<file path="src/hdl/dmm_pkg.sv">
// Shared types and constants for the dense matrix multiply core.
package dmm_pkg;

    // Fixed field widths
    localparam int ELEM_W = 16;
    localparam int PRODUCT_W = 32;
    localparam int ACC_W = 40;
    localparam int IDX_W = 3;
    localparam int SIZE_W = 4;

    // Configuration
    localparam logic [SIZE_W-1:0] SIZE_RESET = 4'd8;
    localparam logic REG_SIZE = 1'b0;

    // Load targets
    localparam logic OP_LOAD_A = 1'b0;
    localparam logic OP_LOAD_B = 1'b1;

    // Input item
    typedef struct packed {
        logic                     op;
        logic signed [ELEM_W-1:0] element;
    } in_item_t;

    // Result item
    typedef struct packed {
        logic signed [ACC_W-1:0] product;
        logic [IDX_W-1:0]        row;
        logic [IDX_W-1:0]        col;
        logic                    last;
    } out_item_t;

    // Controller to datapath
    typedef struct packed {
        logic              wr_left;
        logic              wr_right;
        logic              issue;
        logic              first_k;
        logic              last_k;
        logic [IDX_W-1:0]  row;
        logic [IDX_W-1:0]  col;
        logic [IDX_W-1:0]  k;
        logic [SIZE_W-1:0] dim;
        logic              load_out;
        logic              last;
    } dmm_cmd_t;

    // Datapath to controller
    typedef struct packed {
        logic acc_done;
        logic out_free;
    } dmm_status_t;

endpackage

</file>
<file path="src/hdl/dmm_ram.sv">
// Generic single-write, single-read RAM with registered read data.
module dmm_ram #(
    parameter int WIDTH = 16,
    parameter int DEPTH = 64
) (
    input  logic                     aclk,
    input  logic                     wr_en,
    input  logic [$clog2(DEPTH)-1:0] wr_addr,
    input  logic [WIDTH-1:0]         wr_data,
    input  logic [$clog2(DEPTH)-1:0] rd_addr,
    output logic [WIDTH-1:0]         rd_data
);

    logic [WIDTH-1:0] mem [DEPTH];

    // Write port and registered read port
    always_ff @(posedge aclk) begin
        if (wr_en) begin
            mem[wr_addr] <= wr_data;
        end
        rd_data <= mem[rd_addr];
    end

endmodule

</file>
<file path="src/hdl/dmm_ctrl.sv">
// Controller: load counting, element sequencing and k-loop issue.
module dmm_ctrl #(
    parameter int MAX_DIM = 8
) (
    input  logic                                   aclk,
    input  logic                                   aresetn,
    input  logic [dmm_pkg::SIZE_W-1:0]             size_cfg,
    input  logic                                   s_valid,
    input  logic                                   s_op,
    output logic                                   s_ready,
    output logic [$clog2(MAX_DIM*MAX_DIM)-1:0]     load_addr,
    output dmm_pkg::dmm_cmd_t                      cmd,
    input  dmm_pkg::dmm_status_t                   status
);
    import dmm_pkg::*;

    localparam int CELLS = MAX_DIM * MAX_DIM;
    localparam int ADDR_W = $clog2(CELLS);
    localparam int CNT_W = $clog2(CELLS + 1);

    typedef enum logic [1:0] {
        ST_IDLE,
        ST_ISSUE,
        ST_DRAIN,
        ST_PUSH
    } state_t;

    state_t           state_reg, state_next;
    logic [IDX_W-1:0] row_reg, row_next;
    logic [IDX_W-1:0] col_reg, col_next;
    logic [IDX_W-1:0] k_reg, k_next;
    logic [CNT_W-1:0] lcount_reg, lcount_next;
    logic [CNT_W-1:0] rcount_reg, rcount_next;

    logic [SIZE_W-1:0] dim;
    logic [CNT_W-1:0]  full_cnt;
    logic [IDX_W-1:0]  last_idx;
    logic              last_elem;

    // Clamp the size register to 1..MAX_DIM
    always_comb begin
        if (size_cfg == '0) begin
            dim = SIZE_W'(1);
        end else if (size_cfg > SIZE_W'(MAX_DIM)) begin
            dim = SIZE_W'(MAX_DIM);
        end else begin
            dim = size_cfg;
        end
    end

    assign full_cnt  = CNT_W'(dim) * CNT_W'(dim);
    assign last_idx  = IDX_W'(dim - SIZE_W'(1));
    assign last_elem = (row_reg == last_idx) && (col_reg == last_idx);

    // Next state and commands
    always_comb begin
        state_next  = state_reg;
        row_next    = row_reg;
        col_next    = col_reg;
        k_next      = k_reg;
        lcount_next = lcount_reg;
        rcount_next = rcount_reg;
        s_ready     = 1'b0;
        load_addr   = '0;

        cmd          = '0;
        cmd.row      = row_reg;
        cmd.col      = col_reg;
        cmd.k        = k_reg;
        cmd.dim      = dim;
        cmd.first_k  = (k_reg == '0);
        cmd.last_k   = (k_reg == last_idx);
        cmd.last     = last_elem;

        unique case (state_reg)
            ST_IDLE: begin
                s_ready = 1'b1;
                if (s_valid) begin
                    if (s_op == OP_LOAD_A) begin
                        if (lcount_reg < full_cnt) begin
                            cmd.wr_left = 1'b1;
                            load_addr   = lcount_reg[ADDR_W-1:0];
                            lcount_next = lcount_reg + CNT_W'(1);
                        end
                    end else if (rcount_reg < full_cnt) begin
                        cmd.wr_right = 1'b1;
                        load_addr    = rcount_reg[ADDR_W-1:0];
                        if (rcount_reg + CNT_W'(1) == full_cnt) begin
                            // B complete: start the product, rearm the loads
                            lcount_next = '0;
                            rcount_next = '0;
                            row_next    = '0;
                            col_next    = '0;
                            k_next      = '0;
                            state_next  = ST_ISSUE;
                        end else begin
                            rcount_next = rcount_reg + CNT_W'(1);
                        end
                    end
                end
            end
            ST_ISSUE: begin
                cmd.issue = 1'b1;
                if (k_reg == last_idx) begin
                    state_next = ST_DRAIN;
                end else begin
                    k_next = k_reg + IDX_W'(1);
                end
            end
            ST_DRAIN: begin
                if (status.acc_done) begin
                    state_next = ST_PUSH;
                end
            end
            ST_PUSH: begin
                if (status.out_free) begin
                    cmd.load_out = 1'b1;
                    k_next = '0;
                    if (last_elem) begin
                        state_next = ST_IDLE;
                    end else begin
                        state_next = ST_ISSUE;
                        if (col_reg == last_idx) begin
                            col_next = '0;
                            row_next = row_reg + IDX_W'(1);
                        end else begin
                            col_next = col_reg + IDX_W'(1);
                        end
                    end
                end
            end
            default: begin
                state_next = ST_IDLE;
            end
        endcase
    end

    // State and counters
    always_ff @(posedge aclk) begin
        if (!aresetn) begin
            state_reg  <= ST_IDLE;
            row_reg    <= '0;
            col_reg    <= '0;
            k_reg      <= '0;
            lcount_reg <= '0;
            rcount_reg <= '0;
        end else begin
            state_reg  <= state_next;
            row_reg    <= row_next;
            col_reg    <= col_next;
            k_reg      <= k_next;
            lcount_reg <= lcount_next;
            rcount_reg <= rcount_next;
        end
    end

endmodule

</file>
<file path="src/hdl/dmm_datapath.sv">
// Datapath: operand stores, multiply-accumulate pipeline and output register.
module dmm_datapath #(
    parameter int MAX_DIM = 8
) (
    input  logic                                   aclk,
    input  logic                                   aresetn,
    input  dmm_pkg::dmm_cmd_t                      cmd,
    input  logic [$clog2(MAX_DIM*MAX_DIM)-1:0]     load_addr,
    input  logic signed [dmm_pkg::ELEM_W-1:0]      element,
    output dmm_pkg::dmm_status_t                   status,
    output logic                                   m_valid,
    input  logic                                   m_ready,
    output dmm_pkg::out_item_t                     m_item
);
    import dmm_pkg::*;

    localparam int CELLS = MAX_DIM * MAX_DIM;
    localparam int ADDR_W = $clog2(CELLS);
    localparam int LIN_W = 2 * IDX_W + 1;

    logic [LIN_W-1:0]  a_lin, b_lin;
    logic [ELEM_W-1:0] a_rd, b_rd;

    logic rd_vld_reg, rd_first_reg, rd_last_reg;
    logic prod_vld_reg, prod_first_reg, prod_last_reg;
    logic signed [PRODUCT_W-1:0] prod_reg;
    logic signed [ACC_W-1:0]     acc_reg;
    logic                        done_reg;
    logic                        out_valid_reg;
    out_item_t                   out_reg;

    // Row-major read addresses: A[row][k] and B[k][col]
    assign a_lin = LIN_W'(cmd.row) * LIN_W'(cmd.dim) + LIN_W'(cmd.k);
    assign b_lin = LIN_W'(cmd.k) * LIN_W'(cmd.dim) + LIN_W'(cmd.col);

    dmm_ram #(
        .WIDTH (ELEM_W),
        .DEPTH (CELLS)
    ) u_left_ram (
        .aclk    (aclk),
        .wr_en   (cmd.wr_left),
        .wr_addr (load_addr),
        .wr_data (element),
        .rd_addr (a_lin[ADDR_W-1:0]),
        .rd_data (a_rd)
    );

    dmm_ram #(
        .WIDTH (ELEM_W),
        .DEPTH (CELLS)
    ) u_right_ram (
        .aclk    (aclk),
        .wr_en   (cmd.wr_right),
        .wr_addr (load_addr),
        .wr_data (element),
        .rd_addr (b_lin[ADDR_W-1:0]),
        .rd_data (b_rd)
    );

    // Pipeline control: read, multiply, accumulate
    always_ff @(posedge aclk) begin
        if (!aresetn) begin
            rd_vld_reg    <= 1'b0;
            prod_vld_reg  <= 1'b0;
            done_reg      <= 1'b0;
            out_valid_reg <= 1'b0;
        end else begin
            rd_vld_reg   <= cmd.issue;
            prod_vld_reg <= rd_vld_reg;
            done_reg     <= prod_vld_reg && prod_last_reg;
            if (cmd.load_out) begin
                out_valid_reg <= 1'b1;
            end else if (m_ready) begin
                out_valid_reg <= 1'b0;
            end
        end
    end

    // Pipeline payload
    always_ff @(posedge aclk) begin
        rd_first_reg   <= cmd.first_k;
        rd_last_reg    <= cmd.last_k;
        prod_first_reg <= rd_first_reg;
        prod_last_reg  <= rd_last_reg;
        prod_reg       <= $signed(a_rd) * $signed(b_rd);
        if (prod_vld_reg) begin
            if (prod_first_reg) begin
                acc_reg <= ACC_W'(prod_reg);
            end else begin
                acc_reg <= acc_reg + ACC_W'(prod_reg);
            end
        end
        if (cmd.load_out) begin
            out_reg.product <= acc_reg;
            out_reg.row     <= cmd.row;
            out_reg.col     <= cmd.col;
            out_reg.last    <= cmd.last;
        end
    end

    assign status.acc_done = done_reg;
    assign status.out_free = !out_valid_reg || m_ready;
    assign m_valid = out_valid_reg;
    assign m_item  = out_reg;

endmodule

</file>
<file path="src/hdl/dense_matrix_multiply_core.sv">
// Top level of the dense matrix multiply core: APB register, controller, datapath.
//
//  Channel  Direction  Handshake          Payload
//  s_       in         s_valid/s_ready    in_item_t  {op, element}
//  m_       out        m_valid/m_ready    out_item_t {product, row, col, last}
//  APB      in/out     psel/penable       size register at byte address 0
//
// The core accepts loads while idle. The load that completes B starts the product;
// for each element of C the controller then issues N reads of the operand RAMs
// (one port per matrix), which pass three pipeline stages before the output push.
// Input is stalled while the product runs; it reopens once the last element
// sits in the output register. A held output register holds the next push.
// Reset is synchronous; the operand RAMs are not cleared.
module dense_matrix_multiply_core #(
    parameter int MAX_DIM = 8
) (
    input  logic                  aclk,
    input  logic                  aresetn,
    // Input items
    input  logic                  s_valid,
    output logic                  s_ready,
    input  dmm_pkg::in_item_t     s_item,
    // Result items
    output logic                  m_valid,
    input  logic                  m_ready,
    output dmm_pkg::out_item_t    m_item,
    // Configuration
    input  logic                  psel,
    input  logic                  penable,
    input  logic                  pwrite,
    input  logic [2:0]            paddr,
    input  logic [31:0]           pwdata,
    output logic [31:0]           prdata,
    output logic                  pready
);
    import dmm_pkg::*;

    logic [SIZE_W-1:0]                  size_reg;
    logic                               cfg_wr;
    logic [$clog2(MAX_DIM*MAX_DIM)-1:0] load_addr;
    dmm_cmd_t                           cmd;
    dmm_status_t                        status;

    // Register port
    assign pready = 1'b1;
    assign cfg_wr = psel && penable && pwrite && pready;
    assign prdata = (paddr[2] == REG_SIZE) ? {{(32-SIZE_W){1'b0}}, size_reg} : '0;

    always_ff @(posedge aclk) begin
        if (!aresetn) begin
            size_reg <= SIZE_RESET;
        end else if (cfg_wr && paddr[2] == REG_SIZE) begin
            size_reg <= pwdata[SIZE_W-1:0];
        end
    end

    dmm_ctrl #(
        .MAX_DIM (MAX_DIM)
    ) u_ctrl (
        .aclk        (aclk),
        .aresetn     (aresetn),
        .size_cfg    (size_reg),
        .s_valid     (s_valid),
        .s_op        (s_item.op),
        .s_ready     (s_ready),
        .load_addr   (load_addr),
        .cmd         (cmd),
        .status      (status)
    );

    dmm_datapath #(
        .MAX_DIM (MAX_DIM)
    ) u_datapath (
        .aclk      (aclk),
        .aresetn   (aresetn),
        .cmd       (cmd),
        .load_addr (load_addr),
        .element   (s_item.element),
        .status    (status),
        .m_valid   (m_valid),
        .m_ready   (m_ready),
        .m_item    (m_item)
    );

    // No loads while the product is being computed
    assert property (@(posedge aclk) disable iff (!aresetn)
        cmd.issue |-> !s_ready)
        else $error("operand read issued while input is open");

    // Stores are written only by accepted items
    assert property (@(posedge aclk) disable iff (!aresetn)
        (cmd.wr_left || cmd.wr_right) |-> (s_valid && s_ready))
        else $error("store written without an accepted item");

    // Output register is never overwritten while a result waits
    assert property (@(posedge aclk) disable iff (!aresetn)
        cmd.load_out |-> status.out_free)
        else $error("result overwritten before it was taken");

    // The accumulator finishes only after the k loop has stopped issuing
    assert property (@(posedge aclk) disable iff (!aresetn)
        status.acc_done |-> !cmd.issue)
        else $error("accumulation finished during issue");

endmodule

</file>
<file path="config.mk">
export PLATFORM = sky130hd
export DESIGN_NAME = dense_matrix_multiply_core
export DESIGN_NICKNAME = d
export VERILOG_FILES = /design/src/hdl/dmm_pkg.sv /design/src/hdl/dmm_ram.sv /design/src/hdl/dmm_ctrl.sv /design/src/hdl/dmm_datapath.sv /design/src/hdl/dense_matrix_multiply_core.sv
export SDC_FILE = /design/constraint.sdc
export NUM_CORES = 2
export LEC_CHECK = 0
export BUFFER_PORTS_ARGS = -buffer_cell sky130_fd_sc_hd__clkbuf_2
export CAP_MARGIN = 20
export CORE_ASPECT_RATIO = 0.8
export CORE_MARGIN = 3
export CORE_UTILIZATION = 40
export CTS_CLUSTER_DIAMETER = 150
export DETAILED_ROUTE_END_ITERATION = 8
export HOLD_SLACK_MARGIN = 0.08
export SLEW_MARGIN = 20
export SYNTH_ARGS = -nofsm -noshare
export SYNTH_HDL_FRONTEND = slang
export SYNTH_SLANG_ARGS = --single-unit
export TNS_END_PERCENT = 20
</file>
<file path="constraint.sdc">
create_clock -name aclk -period 7 [get_ports aclk]
set_input_delay 0.7 -clock aclk [delete_from_list [all_inputs] [get_ports aclk]]
set_output_delay 0.7 -clock aclk [all_outputs]
set_load 0.01 [all_outputs]
</file>
==> summary.txt <==
count of clock tree sinks = 2236
Worst-Skew Late Latency = 0.87 ns
switching part of the total = 32.1%
final cell utilization of the core = 45.6%
top cell types by occurrence after synthesis = 2135 x sky130_fd_sc_hd__edfxtp_1, 640 x sky130_fd_sc_hd__mux4_2, 326 x sky130_fd_sc_hd__inv_1
highest achievable clock rate = 150 MHz
largest stage delay on the critical path = 0.73 ns
initial antenna violation count = 10
buffers inserted by post-CTS timing repair = 0
routability-driven placement congestion ratio = 0.845
grt peak-use layer = met1
placeable core region = 0.242 mm²
distinct cell type count after synthesis = 90
clock tree root buffer cell = sky130_fd_sc_hd__clkbuf_16
sum of routed wire length over all layers = 234000 µm
count of warnings emitted by yosys = 0
PostCTS Resize Cnt = 0
Crit path required time = 7.67 ns
site row count = 161
fraction of registers with async set or reset after synthesis = 0%
initial cell density of the core = 40.5%
Leak = 0.0367 µW
number of global-route vias before repair = 49600
first-pass detailed-route iteration total = 6
clock tree from TritonCTS = done
via count = 48700
Internal Pwr Total = 28500 µW
type of the most critical hold path = input port to register
post-route antenna net violation count = 0
global-route wire length before repair = 345000 µm
Arrival @ worst endpoint = 7.33 ns
die span in y = 449 µm
Final Hold Viols = 0
cell type of the slowest stage on the worst timing path = sky130_fd_sc_hd__dfxtp_1
share of layout cells above drive strength 1 = 23.7%
Die X = 559 µm
global route overflow = 0
pre-CTS worst setup slack = 0.437 ns
switching power summed over all nets = 13500 µW
GR Layer Usage met2 = 27.6%
combinational power share = 37.0%
mean instance size in the synthesized netlist = 19.0 µm²
Clock transition at path regs = 0.06 ns
period utilisation layout = 95.1%
Fin Setup TNS = 0 ns
outcome = finished, final reports clean
number of remaining DRC errors = 0
share of the synthesized area in the top cell type = 65.4%
total half-perimeter wirelength after legalization and detailed placement = 143000 µm
Global Route Usage Sum = 18.5%
FF+latch count, synth = 2236
number of max-capacitance violations reported = 0
Num CTS Buffers = 216
flip-flop cell with the highest count after synthesis = sky130_fd_sc_hd__edfxtp_1
sequential area share after synthesis = 67.5%
Max transition margin = 26.4%
Most common cell on crit path = sky130_fd_sc_hd__fa_1
max-slew violation count = 0
GRT met1 Usage = 28.3%
largest cells by area after synthesis = sky130_fd_sc_hd__edfxtp_1 65%, sky130_fd_sc_hd__mux4_2 15%, sky130_fd_sc_hd__fa_1 5.6%
proportion of power drawn by flip-flops and latches = 36.4%
Worst Skew = 0.0911 ns
area of the die = 0.251 mm²
number of port buffers = 81
most common cell in the synthesized netlist = sky130_fd_sc_hd__edfxtp_1
power density cells = 380 mW/mm²
Syn Inst Count = 5148
maximum level of the CTS H-tree = 4
DRT iter0 DRCs = 5516
unrepaired setup endpoints after global routing = no
detail-routed via count per cell = 5.47
Area growth syn-to-layout = 12.7%
Crit. End Element = register
number of top-level pins = 141
critical path fanouts, max = 16
average wire per standard cell = 26.2 µm
number of hold buffers added after CTS = 1
synthesized area = 0.0980 mm²
Worst Setup Start Kind = register
maximum vdd drop = 0.782 mV
Critical Setup Path Class = register to register
worst setup margin = 0.344 ns
number of enable flip-flop cells after synthesis = 2135
number of nets in the finished design = 5974
Max clock buf depth = 4
number of setup violations in the final report = 0
slew of the pin with the lowest slew margin = 1.10 ns
most area-hungry cell type in the Yosys netlist = sky130_fd_sc_hd__edfxtp_1
met3 routing resource usage after global routing = 3.76%
clock share of power = 26.5%
pin count of the biggest net entering global routing = 97
minimum period implied by the final worst setup slack = 6.66 ns
chain of cells forming the critical path = nand2_1 -> inv_1 -> fa_1 -> inv_1 -> fa_1 -> fa_1 -> inv_1 -> fa_1 -> fa_1 -> inv_1 -> fa_1 -> inv_1 -> ha_1 -> and3_1 -> nand4_1 -> nor2b_1 -> o31ai_1 -> a21oi_1 -> o41ai_1 -> buf_4 -> a21boi_1 -> mux2i_1 -> a2111oi_0
[critical path: cells and delay by family, from the launching register on]
kind,cells,cell delay (ns)
adder cells (fa/ha/maj),7,3.20
flip-flops,1,0.73
buffers and inverters,6,0.56
AND/OR/NAND/NOR,4,0.68
multiplexers,1,0.12
AO/OA/AOI/OAI,5,1.23
[area by class of cell]
| class | count | area (µm²) |
|---|---|---|
| sequential | 2236 | 66100 |
| clock buffer | 263 | 5710 |
| clock inverter | 117 | 933 |
| tap | 3260 | 4080 |
| inverter | 326 | 1220 |
| antenna | 4 | 10.0 |
| multi-input combinational | 2356 | 29700 |
| fill | 20400 | 132000 |
| timing repair buffer | 337 | 2620 |
[final timing paths]
check | cells past startpoint | slack [ns] | start | to
setup / recovery | 23 | 0.34 | u_datapath.u_right_ram.rd_data[1] | u_datapath.prod_reg[31]
hold / removal | 3 | 0.14 | pwdata[0] | size_reg[0]
setup reg to reg | 23 | 0.34 | u_datapath.u_right_ram.rd_data[1] | u_datapath.prod_reg[31]
hold reg to reg | 0 | 0.33 | u_datapath.rd_first_reg | u_datapath.prod_first_reg
[power groups by stage]
stage | clock [µW] | combinational [µW] | sequential (µW)
floorplan | 0 | 12400 | 15500
global placement | 0 | 15400 | 15600
detailed placement | 0 | 15600 | 15600
CTS | 11400 | 15700 | 15300
global route | 11900 | 18000 | 15300
finish | 11100 | 15500 | 15300
[per-layer routing]
layer,share of wire [%],vias up,wire length [µm]
met5,0,-,0
met4,1.7,0,4010
met3,8.0,266,18600
met2,45,1705,105000
met1,45,26000,106000
li1,-,20700,-
[cell families after synthesis]
group,Yosys count,share of synthesized area (%)
xor+xnor,108,0.996
mux,683,15.1
compound gates,372,2.51
fa+ha+maj,442,7.73
buf+inv,585,2.49
other cells,2,0.00766
flops,2236,67.5
simple gates,720,3.63
[metrics by stage]
stage	total power (µW)	hold slack, ns	std cells	area [µm²]
2_1_floorplan	27900	0.310	5177	98100
3_3_place_gp	31000	0.312	8514	104000
3_5_place_dp	31200	0.315	8514	104000
4_1_cts	42400	0.0871	8895	110000
5_1_grt	45200	0.155	8896	110000
6_report	42000	0.142	8899	110000
[cells in the final DEF (no fill, tap or decap), drive strengths merged, types with 31 or more instances in the layout]
cell type,instances
mux4,640
a21o,50
conb,31
nand2,216
inv,331
and2,143
fa,272
nor2b,56
ha,170
a211oi,39
o21ai,79
clkinv,93
buf,271
edfxtp,2135
a21oi,110
clkbuf,328
xnor2,73
mux2i,42
nor2,189
xor2,35
dfxtp,101
Note: power is estimated with default switching activity, not from simulation.
